===== config.mk =====
export PLATFORM = sky130hd
export DESIGN_NAME = nes_ram
export DESIGN_NICKNAME = d
export VERILOG_FILES = /design/src/rtl/nes_ram.sv
export SDC_FILE = /design/constraint.sdc
export NUM_CORES = 2
export LEC_CHECK = 0
export ABC_AREA = 0
export BUFFER_PORTS_ARGS = -buffer_cell sky130_fd_sc_hd__buf_2
export CAP_MARGIN = 30
export CORE_AREA = 2 2 396 398
export CTS_BUF_LIST = sky130_fd_sc_hd__clkbuf_2 sky130_fd_sc_hd__clkbuf_4 sky130_fd_sc_hd__clkbuf_8
export DETAILED_ROUTE_END_ITERATION = 16
export DIE_AREA = 0 0 398 400
export PLACE_DENSITY = 0.78
export SLEW_MARGIN = 20
export SYNTH_ARGS = -nofsm -noshare
export SYNTH_HDL_FRONTEND = slang
export SYNTH_SLANG_ARGS = --single-unit

===== constraint.sdc =====
create_clock -name clk -period 2.39 [get_ports clk]
set_input_delay 0.239 -clock clk [delete_from_list [all_inputs] [get_ports clk]]
set_output_delay 0.239 -clock clk [all_outputs]
set_load 0.05 [all_outputs]

===== src/rtl/nes_ram.sv =====
// nes_ram: generic single-port RAM with registered read.
// No dependencies.
`default_nettype none
module nes_ram #(
  parameter int WIDTH = 8,
  parameter int DEPTH = 256
) (
  input  wire logic                     clk,
  input  wire logic                     we,
  input  wire logic [$clog2(DEPTH)-1:0] addr,
  input  wire logic [WIDTH-1:0]         wdata,
  output logic      [WIDTH-1:0]         rdata
);
  logic [WIDTH-1:0] mem [DEPTH];
  always_ff @(posedge clk) begin
    if (we) begin
      mem[addr] <= wdata;
    end
    rdata <= mem[addr];
  end
endmodule
`default_nettype wire


==> flow_summary_export.csv <==
group,metric,value,unit
placement,dp_cells,6029,
run,drv_cap,0,
worst_setup_path,crit_path_end_kind,"flop",
cts,cts_tree,"built",
cts,clock_sinks,2056,
final_layout,drive_gt1_frac,0.3715,
cts,clk_pin_slew,0.06,ns
final_layout,multiInputGateArea,0.01600,mm2
drt,met2_wirelength,92590,um
timing,slew_viol_final,0,
synthesis,syn_area,0.07849,mm2
timing,setup_ws,-0.001012,ns
cts,clk_latency,1.01,ns
worst_setup_path,crit_arrival,3.26,ns
final_layout,fillers,10220,
timing,setup_viol,1,
worst_setup_path,worstSetupStartpointType,"flop",
drt,met3_wirelength,22520,um
global_route,antenna_found_initial,11,
timing,relSlewSlack,0.4437,
synthesis,ys_seq_elements,2056,
die,die_y,400,um
timing,hold_violations,0,
cts,clockBufferDepth,4,
die,io_pins,26,
worst_setup_path,critPathKind,"reg -> reg",
drt,vias_per_cell,6.235,
timing,finClkSkew,0.06425,ns
timing,rsz0062_at_grt,"no",
final_layout,syn_to_final_growth,17.79,%
placement,dp_hpwl,119700,um
power_and_ir_drop,power.total,72.01,mW
min_path,hold_path_class,"in -> reg",
final_layout,seq_area,0.06166,mm2
drt,route.detailed.drc,0,
drt,drtIter0Drc,5662,
power_and_ir_drop,p_leak,29.75,nW
drt,wl_per_cell,29.01,um
drt,num_vias,41100,
timing,max_freq,418.2,MHz
global_route,gr-total-overflow,0,
final_layout,mostFrequentLayoutCell,"edfxtp_1",
placement,port_buffers,25,
timing,period_share,1.000,
synthesis,yosysWarningCount,0,
drt,final_antenna_net_count,0,
die,rows,145,
placement,gp_congestion,0.8667,
global_route,grt_pass1_wl,279300,um
worst_setup_path,crit_required,3.26,ns
power_and_ir_drop,vdd_ir_drop_max,0.6309,mV
final_layout,final_cell_mix,"edfxtp_1 (2,048), buf_4 (542), mux4_2 (512)",
synthesis,netlist_instances,3547,
cts,cts_root_buf,"clkbuf_8",
die,start_util,0.5060,
drt,met1Wirelength,68150,um
synthesis,synthDistinctLibCells,22,
drt,drt_wl_total,191200,um
drt,drt_pass1_iterations,5,
synthesis,ys_seq_area_frac,0.7855,
global_route,grt_pass1_vias,41980,
worst_setup_path,cp_max_fo,1,
die,die_area,0.1592,mm2
final_layout,instances_no_fill,6592,
status,violations,"negative setup slack",
cts,htree_num_levels,5,
cts,cts_buffers,323,
die,core_area,0.1551,mm2
die,die_x,398,um
placement,dpl-instance-area,0.08610,mm2
synthesis,synth_nets,3565,
drt,top_layer,"met5",
timing,max_slew.worst_pin.slew,0.8345,ns
synthesis,syn_avg_cell_area,22.13,um2
timing,min_period,2.391,ns
global_route,grt_usage,0.2424,
final_layout,nets,4326,
global_route,grt_start_max_net_pins,89,
final_layout,final_area,0.09246,mm2
power_and_ir_drop,cellPowerDensity,778.9,mW/mm2
status,status,"complete, but fails checks",
==> what timing repair did <==
| item | in CTS | in global routing |
|---|---|---|
| endpoints found under the hold margin | 803 | 0 |
| pin swaps | 0 | 4 |
| setup buffers | 0 | 0 |
| gates resized for setup | 16 | 11 |
| endpoints found under the setup margin | 6 | 74 |
| hold buffers | 12 | 0 |
==> critical path, cell delays in order, from the launching register on <==
cell and delay (ns):
edfxtp_1 0.37, mux4_2 0.47, a22oi_1 0.34, a21oi_1 0.12, o41ai_1 0.55, buf_4 0.28, nand4_1 0.11
==> cell type report <==
class	instances	area share
timing repair buffer	668	0.06690
clock buffer	431	0.05739
multi-input combinational	1258	0.1730
sequential	2056	0.6669
antenna	4	0.0001083
tap	2058	0.02785
clock inverter	116	0.007835
inverter	1	0.00004060
==> synth_stat cells, drive strengths merged <==
cell type     n  area (um2)
nor2        232       870.8
dfxtp         8       160.2
inv           1       3.750
a21oi       128       640.6
nand3        13       65.06
buf          87       551.8
nor2b         7       43.79
or3           1       6.260
clkbuf      145       544.3
a22oi       256        1922
nand2        28       105.1
nand2b        6       37.54
and2          3       18.77
nand4         8       50.05
mux4        512       11530
nor3         30       150.1
o41ai        32       280.3
edfxtp     2048       61500
or2           2       12.51
==> logic make-up (layout without fill, tap and decap cells) <==
logic type             Yosys count  after routing  share of synthesized area
AO/OA/AOI/OAI                  416            416                    0.03622
buffers and inverters          233           1216                    0.01401
other                            0              4                          0
AND/OR/NAND/NOR                330            330                    0.01733
flip-flops                    2056           2056                     0.7855
multiplexers                   512            512                     0.1469
==> report_power, final <==
part | leakage (nW) | switching [mW] | internal, mW
registers | 18.5 | 0.0555 | 39.7
clock network | 3.20 | 13.1 | 15.2
logic | 8.08 | 2.35 | 1.52
total | 29.8 | 15.5 | 56.5
==> worst paths after layout <==
path,startpoint,end,slack [ns],cells past startpoint
max,mem[255][6]$_DFFE_PP_,rdata[6]$_DFF_P_,-0.001,6
min,addr[2],mem[149][5]$_DFFE_PP_,0.18,4
min reg2reg,mem[99][1]$_DFFE_PP_,rdata[1]$_DFF_P_,1.10,5
max reg2reg,mem[255][6]$_DFFE_PP_,rdata[6]$_DFF_P_,-0.001,6
==> registers in the layout (all words and copies together) (netlist names) <==
signal	flops
mem	2048
rdata	8
==> metrics by stage <==
stage / setup TNS, ns / hold WS (ns) / utilization / worst slack (ns)
6_report: -0.001012 / 0.1751 / 0.5961 / -0.001012
5_1_grt: 0 / 0.1414 / 0.5960 / 0.003594
4_1_cts: 0 / 0.08199 / 0.5956 / 0.01368
3_5_place_dp: -98.53 / 0.7594 / 0.5550 / -1.086
3_3_place_gp: -88.48 / 0.7533 / 0.5549 / -1.312
2_1_floorplan: -21.79 / 0.3379 / - / -0.06770
==> layer usage <==
layer  vias up  global-route usage
met5         -                   0
met4         8              0.1015
met3       470             0.05522
met2      2718              0.3847
met1     21260              0.3273
li1      16650                   -
(Power assumes the default switching activity.)
